<file path="src/design/qenc_pkg.sv">
// Shared types and constants for the quadrature encoder PWM setpoint block.
// Holds the decoder state enum, step codes, register indexes and payload structs.
// No dependencies.
package qenc_pkg;

	// Decoder states of the full-cycle quadrature machine
	typedef enum logic [2:0] {
		ST_IDLE = 3'd0,
		ST_C01  = 3'd1,
		ST_C00  = 3'd2,
		ST_C10  = 3'd3,
		ST_D10  = 3'd4,
		ST_D00  = 3'd5,
		ST_D01  = 3'd6
	} qenc_state_t;

	// Step direction codes
	localparam logic [1:0] DIR_NONE = 2'd0;
	localparam logic [1:0] DIR_UP   = 2'd1;
	localparam logic [1:0] DIR_DOWN = 2'd2;

	// Which encoder line produced the edge
	localparam logic LINE_CLK = 1'b0;
	localparam logic LINE_DT  = 1'b1;

	// Configuration register indexes
	localparam int unsigned CFG_IDX_W = 2;
	localparam logic [CFG_IDX_W-1:0] CFG_PWM_TOP     = 2'd0;
	localparam logic [CFG_IDX_W-1:0] CFG_DUTY_STEP   = 2'd1;
	localparam logic [CFG_IDX_W-1:0] CFG_DUTY_CENTER = 2'd2;

	// Register reset values
	localparam logic [15:0] PWM_TOP_RST     = 16'd799;
	localparam logic [9:0]  DUTY_STEP_RST   = 10'd18;
	localparam logic [15:0] DUTY_CENTER_RST = 16'd400;

	// Product of duty step and position: 11-bit signed by 16-bit signed
	localparam int unsigned PROD_W = 27;

	typedef struct packed {
		logic mode;
		logic level;
	} qenc_in_t;

	typedef struct packed {
		logic signed [15:0] position;
		logic [1:0]         step_dir;
		logic [15:0]        compare_value;
		logic [2:0]         fsm_code;
	} qenc_out_t;

	// Decoder result handed from the state machine to the pipeline
	typedef struct packed {
		qenc_state_t        state;
		logic [1:0]         dir;
		logic signed [15:0] position;
	} qenc_dec_t;

endpackage

</file>
<file path="src/design/qenc_decoder.sv">
// Quadrature state machine and wrapping position counter.
// Depends on qenc_pkg for the state enum, step codes and structs.
module qenc_decoder
	import qenc_pkg::*;
(
	input  logic      clk,
	input  logic      arst_n,
	input  logic      adv,
	input  qenc_in_t  ev,
	output qenc_dec_t dec
);

	qenc_state_t        state_q;
	qenc_state_t        state_next;
	logic signed [15:0] position_q;
	logic [1:0]         dir;
	logic signed [15:0] position_next;

	// Next state
	always_comb begin
		state_next = state_q;
		unique case (state_q)
			ST_IDLE: begin
				if (ev.mode == LINE_CLK && !ev.level)
					state_next = ST_C01;
				else if (ev.mode == LINE_DT && !ev.level)
					state_next = ST_D10;
			end
			ST_C01: begin
				if (ev.mode == LINE_CLK && ev.level)
					state_next = ST_IDLE;
				else if (ev.mode == LINE_DT && !ev.level)
					state_next = ST_C00;
			end
			ST_C00: begin
				if (ev.mode == LINE_CLK && ev.level)
					state_next = ST_C10;
				else if (ev.mode == LINE_DT && ev.level)
					state_next = ST_C01;
			end
			ST_C10: begin
				if (ev.mode == LINE_CLK && !ev.level)
					state_next = ST_C00;
				else if (ev.mode == LINE_DT && ev.level)
					state_next = ST_IDLE;
			end
			ST_D10: begin
				if (ev.mode == LINE_CLK && !ev.level)
					state_next = ST_D00;
				else if (ev.mode == LINE_DT && ev.level)
					state_next = ST_IDLE;
			end
			ST_D00: begin
				if (ev.mode == LINE_CLK && ev.level)
					state_next = ST_D10;
				else if (ev.mode == LINE_DT && ev.level)
					state_next = ST_D01;
			end
			ST_D01: begin
				if (ev.mode == LINE_CLK && ev.level)
					state_next = ST_IDLE;
				else if (ev.mode == LINE_DT && !ev.level)
					state_next = ST_D00;
			end
			default: state_next = state_q;
		endcase
	end

	// Outputs: a step completes only when a full cycle closes back to idle
	always_comb begin
		dir = DIR_NONE;
		if (state_q == ST_C10 && ev.mode == LINE_DT && ev.level)
			dir = DIR_UP;
		else if (state_q == ST_D01 && ev.mode == LINE_CLK && ev.level)
			dir = DIR_DOWN;

		position_next = position_q;
		if (dir == DIR_UP)
			position_next = position_q + 16'sd1;
		else if (dir == DIR_DOWN)
			position_next = position_q - 16'sd1;

		dec.state    = state_next;
		dec.dir      = dir;
		dec.position = position_next;
	end

	always_ff @(posedge clk or negedge arst_n) begin
		if (!arst_n) begin
			state_q    <= ST_IDLE;
			position_q <= 16'sd0;
		end else if (adv) begin
			state_q    <= state_next;
			position_q <= position_next;
		end
	end

endmodule

</file>
<file path="src/design/qenc_compare.sv">
// Offset and saturation of the duty product into the PWM compare range.
// Depends on qenc_pkg for the product width.
module qenc_compare
	import qenc_pkg::*;
(
	input  logic signed [PROD_W-1:0] prod,
	input  logic [15:0]              center,
	input  logic [15:0]              top,
	output logic [15:0]              value
);

	logic signed [PROD_W:0] sum;

	assign sum = $signed({prod[PROD_W-1], prod})
		+ $signed({{(PROD_W-15){1'b0}}, center});

	// Clamp below at zero, above at top
	always_comb begin
		if (sum[PROD_W])
			value = 16'd0;
		else if (sum[PROD_W-1:0] > {{(PROD_W-16){1'b0}}, top})
			value = top;
		else
			value = sum[15:0];
	end

endmodule

</file>
<file path="src/design/quadrature_encoder_pwm_setpoint.sv">
// Top level of the quadrature encoder decoder with PWM compare setpoint.
// Depends on qenc_pkg, qenc_decoder and qenc_compare.
//
//   channel  direction  handshake              payload
//   evt      in         evt_valid / evt_stall  qenc_in_t  {mode, level}
//   res      out        res_valid / res_stall  qenc_out_t {position, step_dir,
//                                                          compare_value, fsm_code}
//   cfg      in         cfg_valid / cfg_ready  cfg_index, cfg_data
//
// One edge event per cycle while res is not stalled; an accepted event passes the
// input register, then decode and multiply into stage 2, then offset and clamp
// into the result register.
// The decoder state and count advance once per event, leaving the product
// multiply as the only wide path of that stage.
// arst_n clears the decoder to idle with a zero count and loads register defaults.
// A stall on res holds the result; earlier stages keep filling bubbles and
// stall evt only once every stage holds a transaction.
module quadrature_encoder_pwm_setpoint
	import qenc_pkg::*;
(
	input  logic                 clk,
	input  logic                 arst_n,

	input  logic                 evt_valid,
	output logic                 evt_stall,
	input  qenc_in_t             evt,

	output logic                 res_valid,
	input  logic                 res_stall,
	output qenc_out_t            res,

	input  logic                 cfg_valid,
	output logic                 cfg_ready,
	input  logic [CFG_IDX_W-1:0] cfg_index,
	input  logic [15:0]          cfg_data
);

	// Configuration registers
	logic [15:0] pwm_top_q;
	logic [9:0]  duty_step_q;
	logic [15:0] duty_center_q;

	// Stage 1: input register
	logic     valid_s1;
	qenc_in_t evt_s1;

	// Stage 2: decoded event and duty product
	logic                     valid_s2;
	qenc_state_t              state_s2;
	logic [1:0]               dir_s2;
	logic signed [15:0]       position_s2;
	logic signed [PROD_W-1:0] prod_s2;

	// Result register
	logic      res_valid_q;
	qenc_out_t res_q;

	logic                     out_free;
	logic                     s2_free;
	logic                     s1_free;
	logic                     dec_adv;
	qenc_dec_t                dec;
	logic signed [PROD_W-1:0] prod;
	logic [15:0]              cmp_value;

	// Each stage takes a new transaction when it is empty or is handing off
	assign out_free  = !res_valid_q || !res_stall;
	assign s2_free   = !valid_s2 || out_free;
	assign s1_free   = !valid_s1 || s2_free;
	assign dec_adv   = valid_s1 && s2_free;
	assign evt_stall = !s1_free;
	assign cfg_ready = 1'b1;

	// Register writes; an index past the list is dropped
	always_ff @(posedge clk or negedge arst_n) begin
		if (!arst_n) begin
			pwm_top_q     <= PWM_TOP_RST;
			duty_step_q   <= DUTY_STEP_RST;
			duty_center_q <= DUTY_CENTER_RST;
		end else if (cfg_valid && cfg_ready) begin
			unique case (cfg_index)
				CFG_PWM_TOP:     pwm_top_q     <= cfg_data;
				CFG_DUTY_STEP:   duty_step_q   <= cfg_data[9:0];
				CFG_DUTY_CENTER: duty_center_q <= cfg_data;
				default: ;
			endcase
		end
	end

	// Stage 1: capture the edge event
	always_ff @(posedge clk or negedge arst_n) begin
		if (!arst_n)
			valid_s1 <= 1'b0;
		else if (s1_free)
			valid_s1 <= evt_valid;
	end

	always_ff @(posedge clk) begin
		if (s1_free && evt_valid)
			evt_s1 <= evt;
	end

	// Walk the quadrature machine and update the count
	qenc_decoder u_decoder (
		.clk    (clk),
		.arst_n (arst_n),
		.adv    (dec_adv),
		.ev     (evt_s1),
		.dec    (dec)
	);

	// Duty product uses the count after this event
	assign prod = $signed({1'b0, duty_step_q}) * dec.position;

	// Stage 2: hold decoded fields and product
	always_ff @(posedge clk or negedge arst_n) begin
		if (!arst_n)
			valid_s2 <= 1'b0;
		else if (s2_free)
			valid_s2 <= valid_s1;
	end

	always_ff @(posedge clk) begin
		if (dec_adv) begin
			state_s2    <= dec.state;
			dir_s2      <= dec.dir;
			position_s2 <= dec.position;
			prod_s2     <= prod;
		end
	end

	// Add center and clamp to 0..pwm_top
	qenc_compare u_compare (
		.prod   (prod_s2),
		.center (duty_center_q),
		.top    (pwm_top_q),
		.value  (cmp_value)
	);

	// Result register: hold while stalled
	always_ff @(posedge clk or negedge arst_n) begin
		if (!arst_n)
			res_valid_q <= 1'b0;
		else if (out_free)
			res_valid_q <= valid_s2;
	end

	always_ff @(posedge clk) begin
		if (out_free && valid_s2) begin
			res_q.position      <= position_s2;
			res_q.step_dir      <= dir_s2;
			res_q.compare_value <= cmp_value;
			res_q.fsm_code      <= state_s2;
		end
	end

	assign res_valid = res_valid_q;
	assign res       = res_q;

endmodule
</file>
<file path="config.mk">
export PLATFORM = sky130hd
export DESIGN_NAME = quadrature_encoder_pwm_setpoint
export DESIGN_NICKNAME = d
export VERILOG_FILES = /design/src/design/qenc_pkg.sv /design/src/design/qenc_decoder.sv /design/src/design/qenc_compare.sv /design/src/design/quadrature_encoder_pwm_setpoint.sv
export SDC_FILE = /design/constraint.sdc
export NUM_CORES = 1
export LEC_CHECK = 0
export ABC_AREA = 1
export ABC_CLOCK_PERIOD_IN_PS = 12700
export BUFFER_PORTS_ARGS = -buffer_cell sky130_fd_sc_hd__buf_2
export CAP_MARGIN = 0
export CORE_ASPECT_RATIO = 1.2
export CORE_MARGIN = 8
export CORE_UTILIZATION = 50
export DETAILED_ROUTE_END_ITERATION = 6
export GPL_ROUTABILITY_DRIVEN = 0
export HOLD_SLACK_MARGIN = 0.02
export PLACE_DENSITY_LB_ADDON = 0.3
export REMOVE_ABC_BUFFERS = 1
export SLEW_MARGIN = 20
export SYNTH_ARGS = -nofsm -noshare
export SYNTH_HDL_FRONTEND = slang
export SYNTH_SLANG_ARGS = --single-unit
</file>
<file path="constraint.sdc">
create_clock -name clk -period 12.7 [get_ports clk]
set_input_delay 1.27 -clock clk [delete_from_list [all_inputs] [get_ports clk]]
set_output_delay 1.27 -clock clk [all_outputs]
set_load 0.02 [all_outputs]
</file>
Word-level counts from Yosys, hierarchy flattened
Index checks and enable logic that the tools add are counted.

operators by class
  add/subtract/negate cells = 3
  mux-type cells = 19
  bitwise gates (word level) = 1
  reductions and logical operators = 25
  $lt $le $gt $ge = 1
  eq/ne operators = 10
  multiply operators = 1

operators by type and width
  kind                     count
  $mux W16                 3
  $mux W3                  13
  $add A27 B17 Y28         1
  $gt A27 B16 Y1           1
  $mul A11 B16 Y27         1
  $pmux W3 S7              1
  $add A16 B2 Y16 const B  1
  $sub A16 B2 Y16 const B  1
  $logic_and A1 B1 Y1      11
  $eq A3 B3 Y1 const B     3
  $eq A3 B2 Y1 const B     2
  $logic_not A1 Y1         6
  $reduce_and A2 Y1        3
  $eq A2 B1 Y1 const B     2
  $eq A2 B2 Y1 const B     2
  $mux W2                  2
  $eq A3 B1 Y1 const B     1
  $logic_not A3 Y1         1
  $logic_or A1 B1 Y1       3
  $logic_not A2 Y1         1
  $not A1 Y1               1

storage, ports and cells
  bits in registers = 151
  input port bits = 25

Longest topological paths before layout
Gate-level depths: netlist of run 1.

  word-level depth = 9
  gate-level depth with buffers = 33

Modules after synthesis
A second synthesis of run 1 with hierarchy kept.

second synthesis, totals
  cell total of the unflattened synthesis = 1983
  area total of the unflattened synthesis = 15219.6 um^2

by module, submodules not included
  module                           cells each  area each (um^2)  instances
  quadrature_encoder_pwm_setpoint  1255        11203.2           1
  qenc_compare                     450         2290.9            1
  qenc_decoder                     278         1725.4            1

Least setup slack after synthesis of run 1
OpenSTA, ideal clock, no wires.

  path type = reg-to-reg
  start point = register u_decoder.state_q[1]
  end point = register prod_s2[26] (data pin)
  library setup time = 0.258 ns
  stages on the path, launching flop included = 34
  arrival = 6.024 ns
  data required time = 12.442 ns
  setup slack = 6.418 ns
  cells stage by stage = dfrtp_1 buf_2 nand2_1 nor2_2 nand2_2 inv_1 nand3_2 inv_1 nand3_2 o31ai_2 nand2_1 xor2_1 inv_2 nand2_1 fa_1 fa_1 inv_1 fa_1 fa_1 inv_1 fa_1 inv_1 ha_1 nand2_1 nor2_1 nand4_1 o21ai_0 a21oi_1 o21ai_0 nand2_1 inv_1 nor2_1 nand2_1 nand2_1

RTL lines
  element                 line                                    text
  from (decl)             qenc_decoder.sv:13                      qenc_state_t state_q;
  from (signal assigned)  qenc_decoder.sv:93                      state_q <= state_next;
  to (signal assigned)    quadrature_encoder_pwm_setpoint.sv:128  prod_s2 <= prod;
  to (decl)               quadrature_encoder_pwm_setpoint.sv:52   logic signed [PROD_W-1:0] prod_s2;

==> reports/metrics.yaml, run 1 <==
clock_tree:
  clk_latency_ns: 0.44
  htree_levels: 4
  cts_setup_buffers: 0
  numCtsBuffers: 17
  cts_tree: "done"
  clockBufferDepth: 2
  clkTransAtPathRegs_ns: 0.07
  clock-sinks: 151
  cts-root-buf: "clkbuf_16"
  hold_buffers: 0
  cts_resized: 0
routing:
  highest_layer: "met4"
  met3_length_um: 1660
  via_count: 10900
  routed-wl-met2_um: 16100
  drtIter0Drc: 807
  detail-route-antenna-nets: 0
  vias_per_cell: 5.09
  post_drt_wl_per_cell_um: 14.8
  drc_errors: 0
  firstDrtPassIters: 5
  drt-total-wl_um: 31700
  wl_met1_um: 12800
sta:
  setup_violations: 0
  period_needed_ns: 7.35
  holdWs_ns: 0.422
  tightest_slew_ns: 1.03
  final_max_slew_viol_count: 0
  setup_tns_ns: 0
  worst_slew_margin_rel_pct: 31.1
  max_freq_mhz: 136
  period_share_pct: 57.8
  hold_viol: 0
  rsz0062_at_grt: "no"
  clock_skew_ns: 0.0116
worst_setup_path:
  end_kind: "flop"
  critPathKind: "flop to flop"
  cp_data_arrival_time_ns: 7.54
  cp_max_fo: 16
  startpoint_type: "flop"
  worstPathRequired_ns: 12.89
cells_and_area:
  fill_cells: 2547
  syn_to_final_growth_pct: 9.12
  final_cell_mix: "nand2_1 (411), inv_1 (350), nor2_1 (171), fa_1 (144), ha_1 (95)"
  layout.nets: 2009
  layout_commonest_cell: "nand2_1"
  diodes: 0
  drive_gt1_share_pct: 8.82
die:
  initial_core_util_pct: 50.5
  core.rowCount: 67
  dieArea_mm2: 0.0338
  io_pins: 65
  die_h_um: 200
  core_mm2: 0.0278
  die_w_um: 169
synth:
  synthFlopType: "edfxtp_1"
  yosysUniqueCellTypes: 51
  ys_ff_latch: 151
  avgSynthCellArea_um2: 8.32
  syn_inst: 1691
  ys_warn_count: 0
  synthArstFlopShare_pct: 42.4
  seq_area_frac_synth_pct: 30.1
  synth-simple-area-share_pct: 20.2
  synthMuxAreaShare_pct: 0
  synth_top_family_by_area: "adder cells"
  synth-compound-area-share_pct: 6.40
  synth_fa_ha_area_share_pct: 29.0
  synth_edf_count: 87
  syn_area_mm2: 0.0141
  synthXorXnorAreaFrac_pct: 3.58
pwr:
  irDropWorstVdd_mv: 0.139
  clockPowerShare_pct: 14.9
  pwr-share-comb_pct: 60.4
  sw_frac_of_total_pct: 48.5
  power_density_mw_per_mm2: 222
  p_int_w: 0.00175
  power.switching_w: 0.00165
  power_leakage_nw: 7.78
  power_frac_seq_pct: 24.6
global_routing:
  grt_pass1_vias: 11300
  antenna_found_initial: 0
  grt_use_total_pct: 20.1
  overflow: 0
  grt_max_degree: 65
  grt_pass1_wl_um: 53800
placed_design:
  port_buffers: 63
  hpwl_um: 25700
run:
  cap_violations: 0
status:
  outcome: "complete, no violations"
hold_path:
  hold_path.class: "flop to flop"
## per-stage QoR
| stage | area, um^2 | total power, W | utilization, % | std cells | setup WS [ns] |
|---|---|---|---|---|---|
| 2_1_floorplan | 13900 | 0.00239 | - | 1659 | 6.36 |
| 3_3_place_gp | 14800 | 0.00286 | 53.0 | 2105 | 5.69 |
| 3_5_place_dp | 14800 | 0.00291 | 53.0 | 2105 | 5.43 |
| 4_1_cts | 15300 | 0.00343 | 55.1 | 2137 | 5.36 |
| 5_1_grt | 15300 | 0.00377 | 55.1 | 2137 | 4.73 |
| 6_report | 15300 | 0.00340 | 55.1 | 2137 | 5.35 |
## sequential cells by signal, summed over array words and instances, names as in the netlist
name	flops
dir_s2	2
duty_center_q	16
duty_step_q	10
evt_s1	2
position_s2	16
prod_s2	27
pwm_top_q	16
res	37
res_valid	1
state_s2	3
u_decoder.position_q	16
u_decoder.state_q	3
valid_s1	1
valid_s2	1
## Yosys cell counts (3+ instances only)
cell type	instances	area [um^2]
a21oi_1	44	220
and2_1	3	18.8
inv_2	12	45.0
nor3_1	9	45.0
o31ai_1	5	37.5
a21o_1	3	22.5
xor2_2	4	65.1
nand3b_1	4	30.0
o211ai_1	3	22.5
or2_1	3	18.8
nand4_1	12	75.1
dfstp_2	12	315
o21ai_0	87	435
nand3_1	44	220
nor2_1	171	642
o22ai_1	4	25.0
dfrtp_1	52	1300
edfxtp_1	87	2610
clkinv_1	3	11.3
or2_2	3	18.8
o21ai_1	3	15.0
clkbuf_1	23	86.3
nand2_1	411	1540
ha_1	95	1190
nor2_4	7	78.8
nand2_2	4	25.0
nor4_1	4	25.0
xnor2_1	17	149
nand3_2	4	40.0
fa_1	144	2880
inv_1	351	1320
buf_2	6	30.0
xor2_1	33	289
## worst max-delay path: stages, from the launching register on
cell and delay, ns:
dfrtp_1 0.49, nand2_2 0.15, nor3_4 0.52, inv_2 0.29
o31ai_1 0.41, or2_2 0.17, nand2_1 0.16, inv_1 0.24
nor2_1 0.09, fa_1 0.53, fa_1 0.44, fa_1 0.53
fa_1 0.56, inv_1 0.06, fa_1 0.52, inv_1 0.04
ha_1 0.35, nand2_1 0.12, nor2_1 0.17, nand4_1 0.09
o21ai_0 0.32, a21oi_1 0.17, o21ai_0 0.35, nand2_1 0.10
inv_1 0.08, nor2_1 0.04, nand2_1 0.05, nand2_1 0.04
## layer usage
metal	GRT usage, %	vias up
li1	-	5286
met1	23.5	5211
met2	35.9	318
met3	3.42	69
met4	8.80	0
met5	0	-
## power groups by stage
stage	combinational, W	clock (W)	sequential, W
finish	0.00206	0.000508	0.000837
floorplan	0.00156	0	0.000833
global placement	0.00202	0	0.000840
global route	0.00239	0.000533	0.000851
CTS	0.00208	0.000513	0.000835
detailed placement	0.00206	0	0.000843
## cells by family (layout without fill, tap and decap cells)
logic type,Yosys count,count (layout)
adder cells (fa/ha/maj),239,239
AND/OR/NAND/NOR,685,685
flip-flops,151,151
buffers and inverters,399,466
other,1,1
XOR/XNOR,54,54
AO/OA/AOI/OAI,162,162
## worst paths after layout
| check | startpoint | to | slack [ns] | cells after the start |
|---|---|---|---|---|
| setup / recovery | u_decoder.state_q[0] | prod_s2[26] | 5.35 | 27 |
| hold / removal | position_s2[14] | res[35] | 0.42 | 0 |
| setup reg to reg | u_decoder.state_q[0] | prod_s2[26] | 5.35 | 27 |
| hold reg to reg | position_s2[14] | res[35] | 0.42 | 0 |
| max in group asynchronous | arst_n | duty_center_q[10] | 11.04 | 2 |
| min in group asynchronous | arst_n | u_decoder.position_q[11] | 1.00 | 2 |
## area by class of cell
class / count / area, um^2 / area share, %
multi-input combinational: 1141 / 8330 / 54.3
sequential: 151 / 4230 / 27.6
inverter: 367 / 1380 / 8.99
tap: 379 / 474 / 3.09
clock buffer: 20 / 437 / 2.85
timing repair buffer: 67 / 345 / 2.25
clock inverter: 12 / 145 / 0.946
Power figures use the tool's default switching activity.
==> inputs of run 2 (changes only) <==
--- a/config.mk
+++ b/config.mk
@@ -6,7 +6,7 @@
 export NUM_CORES = 1
 export LEC_CHECK = 0
 export ABC_AREA = 1
-export ABC_CLOCK_PERIOD_IN_PS = 12700
+export ABC_CLOCK_PERIOD_IN_PS = 7230
 export BUFFER_PORTS_ARGS = -buffer_cell sky130_fd_sc_hd__buf_2
 export CAP_MARGIN = 0
 export CORE_ASPECT_RATIO = 1.2
==> constraint.sdc (replaced) <==
create_clock -name clk -period 7.23 [get_ports clk]
set_input_delay 0.723 -clock clk [delete_from_list [all_inputs] [get_ports clk]]
set_output_delay 0.723 -clock clk [all_outputs]
set_load 0.02 [all_outputs]
==> run 2 against run 1 <==
Compared with the run above: die area unchanged; critical path type unchanged; routed wire length down 2.0%; design area up 0.36%; sequential cell count unchanged.
==> reports/metrics.yaml, run 2 (synthesized netlist as in run 1, its figures left out) <==
sta:
  hold_viol: 0  # unchanged
  period_share_pct: 92.1  # was 57.8%
  fin_ws_ns: 0.573  # was 5.35 ns
  setup_tns_ns: 0  # unchanged
  rsz0062_at_grt: "no"  # unchanged
  clock_skew_ns: 0.0102  # was 0.0116 ns
  final_max_slew_viol_count: 0  # unchanged
  worst_slew_margin_rel_pct: 31.5  # was 31.1%
  period_needed_ns: 6.66  # was 7.35 ns
  tightest_slew_ns: 1.03  # about the same
  setup_violations: 0  # unchanged
  max_freq_mhz: 150  # was 136 MHz
cells_and_area:
  drive_gt1_share_pct: 9.46  # was 8.82%
  final_cells: 2144  # was 2137
  layout_commonest_cell: "nand2_1"  # unchanged
  fill_cells: 2534  # was 2547
  diodes: 0  # unchanged
  syn_to_final_growth_pct: 9.51  # was 9.12%
  largest_reg_flops: 37  # unchanged
  final_util_pct: 55.3  # was 55.1%
  layout.nets: 2016  # was 2009
  final_cell_mix: "nand2_1 (410), inv_1 (350), nor2_1 (171), fa_1 (144), ha_1 (95)"  # was nand2_1 (411), inv_1 (350), nor2_1 (171), fa_1 (144), ha_1 (95)
die:
  core_mm2: 0.0278  # unchanged
  core.rowCount: 67  # unchanged
  die_w_um: 169  # unchanged
  io_pins: 65  # unchanged
  dieArea_mm2: 0.0338  # unchanged
  initial_core_util_pct: 50.5  # unchanged
  die_h_um: 200  # unchanged
global_routing:
  antenna_found_initial: 0  # unchanged
  grt_pass1_wl_um: 53300  # was 53800 um
  grt_pass1_vias: 11200  # was 11300
  grt_max_degree: 65  # unchanged
  grt_use_total_pct: 19.8  # was 20.1%
  overflow: 0  # unchanged
routing:
  drt-total-wl_um: 31100  # was 31700 um
  detail-route-antenna-nets: 0  # unchanged
  post_drt_wl_per_cell_um: 14.5  # was 14.8 um
  via_count: 10800  # was 10900
  firstDrtPassIters: 5  # unchanged
  drtIter0Drc: 735  # was 807
  vias_per_cell: 5.02  # was 5.09
  drc_errors: 0  # unchanged
status:
  outcome: "complete, no violations"  # unchanged
hold_path:
  hold_path.class: "flop to flop"  # unchanged
  worstHoldPathCells: 0  # unchanged
worst_setup_path:
  startpoint_type: "flop"  # unchanged
  cp_slowest_cell: "fa_1"  # unchanged
  cp_max_fo: 8  # was 16
  max_stage_delay_ns: 0.55  # was 0.56 ns
  cpMostUsedCell: "fa_1"
  cp_num_cells: 27  # unchanged
  cp_top_family: "adder cells"  # unchanged
  worst_r2r_path_depth: 27  # unchanged
  critPathKind: "flop to flop"  # unchanged
  cp_data_arrival_time_ns: 6.84  # was 7.54 ns
  worstPathRequired_ns: 7.41  # was 12.89 ns
  end_kind: "flop"  # unchanged
  crit_buf_inv: 4  # was 5
placed_design:
  hpwl_um: 25400  # was 25700 um
  place_ws_ns: 0.311  # was 5.43 ns
  place_inst: 2112  # was 2105
  port_buffers: 63  # unchanged
clock_tree:
  cts-root-buf: "clkbuf_16"  # unchanged
  htree_levels: 4  # unchanged
  clk_latency_ns: 0.44  # about the same
  cts_tree: "done"  # unchanged
  clock-sinks: 151  # unchanged
  cts_setup_buffers: 0  # unchanged
  numCtsBuffers: 17  # unchanged
  clkTransAtPathRegs_ns: 0.07  # about the same
  clockBufferDepth: 2  # unchanged
pwr:
  power_density_mw_per_mm2: 388  # was 222 mW/mm^2
  irDropWorstVdd_mv: 0.273  # was 0.139 mV
  power_leakage_nw: 7.80  # was 7.78 nW
run:
  cap_violations: 0  # unchanged
## run 2: path summary, 6_finish.rpt
path | start | to | slack, ns
min | position_s2[7] | res[28] | 0.42
min reg2reg | position_s2[7] | res[28] | 0.42
min in group asynchronous | arst_n | u_decoder.position_q[14] | 0.44
max in group asynchronous | arst_n | pwm_top_q[10] | 6.13
max | u_decoder.state_q[1] | prod_s2[23] | 0.57
max reg2reg | u_decoder.state_q[1] | prod_s2[23] | 0.57
## run 2: timing repair
action | 4_1_cts | 5_1_grt
setup endpoints to repair | 0 | 3
resized for setup | 0 | 6
hold buffers | 0 | 0
## run 2: final cells by class
cell class	instances	area, um^2	share of cell area, %
Multi-Input combinational cell	1141	8350	54.2
Clock inverter	14	138	0.894
Inverter	367	1380	8.96
Clock buffer	18	429	2.79
Sequential cell	151	4230	27.5
Timing Repair Buffer	74	398	2.58
Tap cell	379	474	3.08
## run 2: stage by stage
stage / power (W) / hold slack, ns / cell area (um^2)
2_1_floorplan: 0.00420 / 0.400 / 13900
5_1_grt: 0.00663 / 0.426 / 15400
3_3_place_gp: 0.00505 / 0.402 / 14800
4_1_cts: 0.00602 / 0.417 / 15400
6_report: 0.00598 / 0.416 / 15400
3_5_place_dp: 0.00514 / 0.405 / 14800
## run 2: routing by layer
metal	routed length, um	vias up	track usage [%]
li1	-	5301	-
met1	12900	5139	23.1
met2	15800	250	35.7
met3	1500	65	3.18
met4	991	0	8.40
met5	0	-	0
## run 2: power breakdown
group	switching [W]	internal [W]	leakage [nW]
Sequential	0.000195	0.00127	1.65
Combinational	0.00233	0.00132	5.88
Clock	0.000382	0.000482	0.267
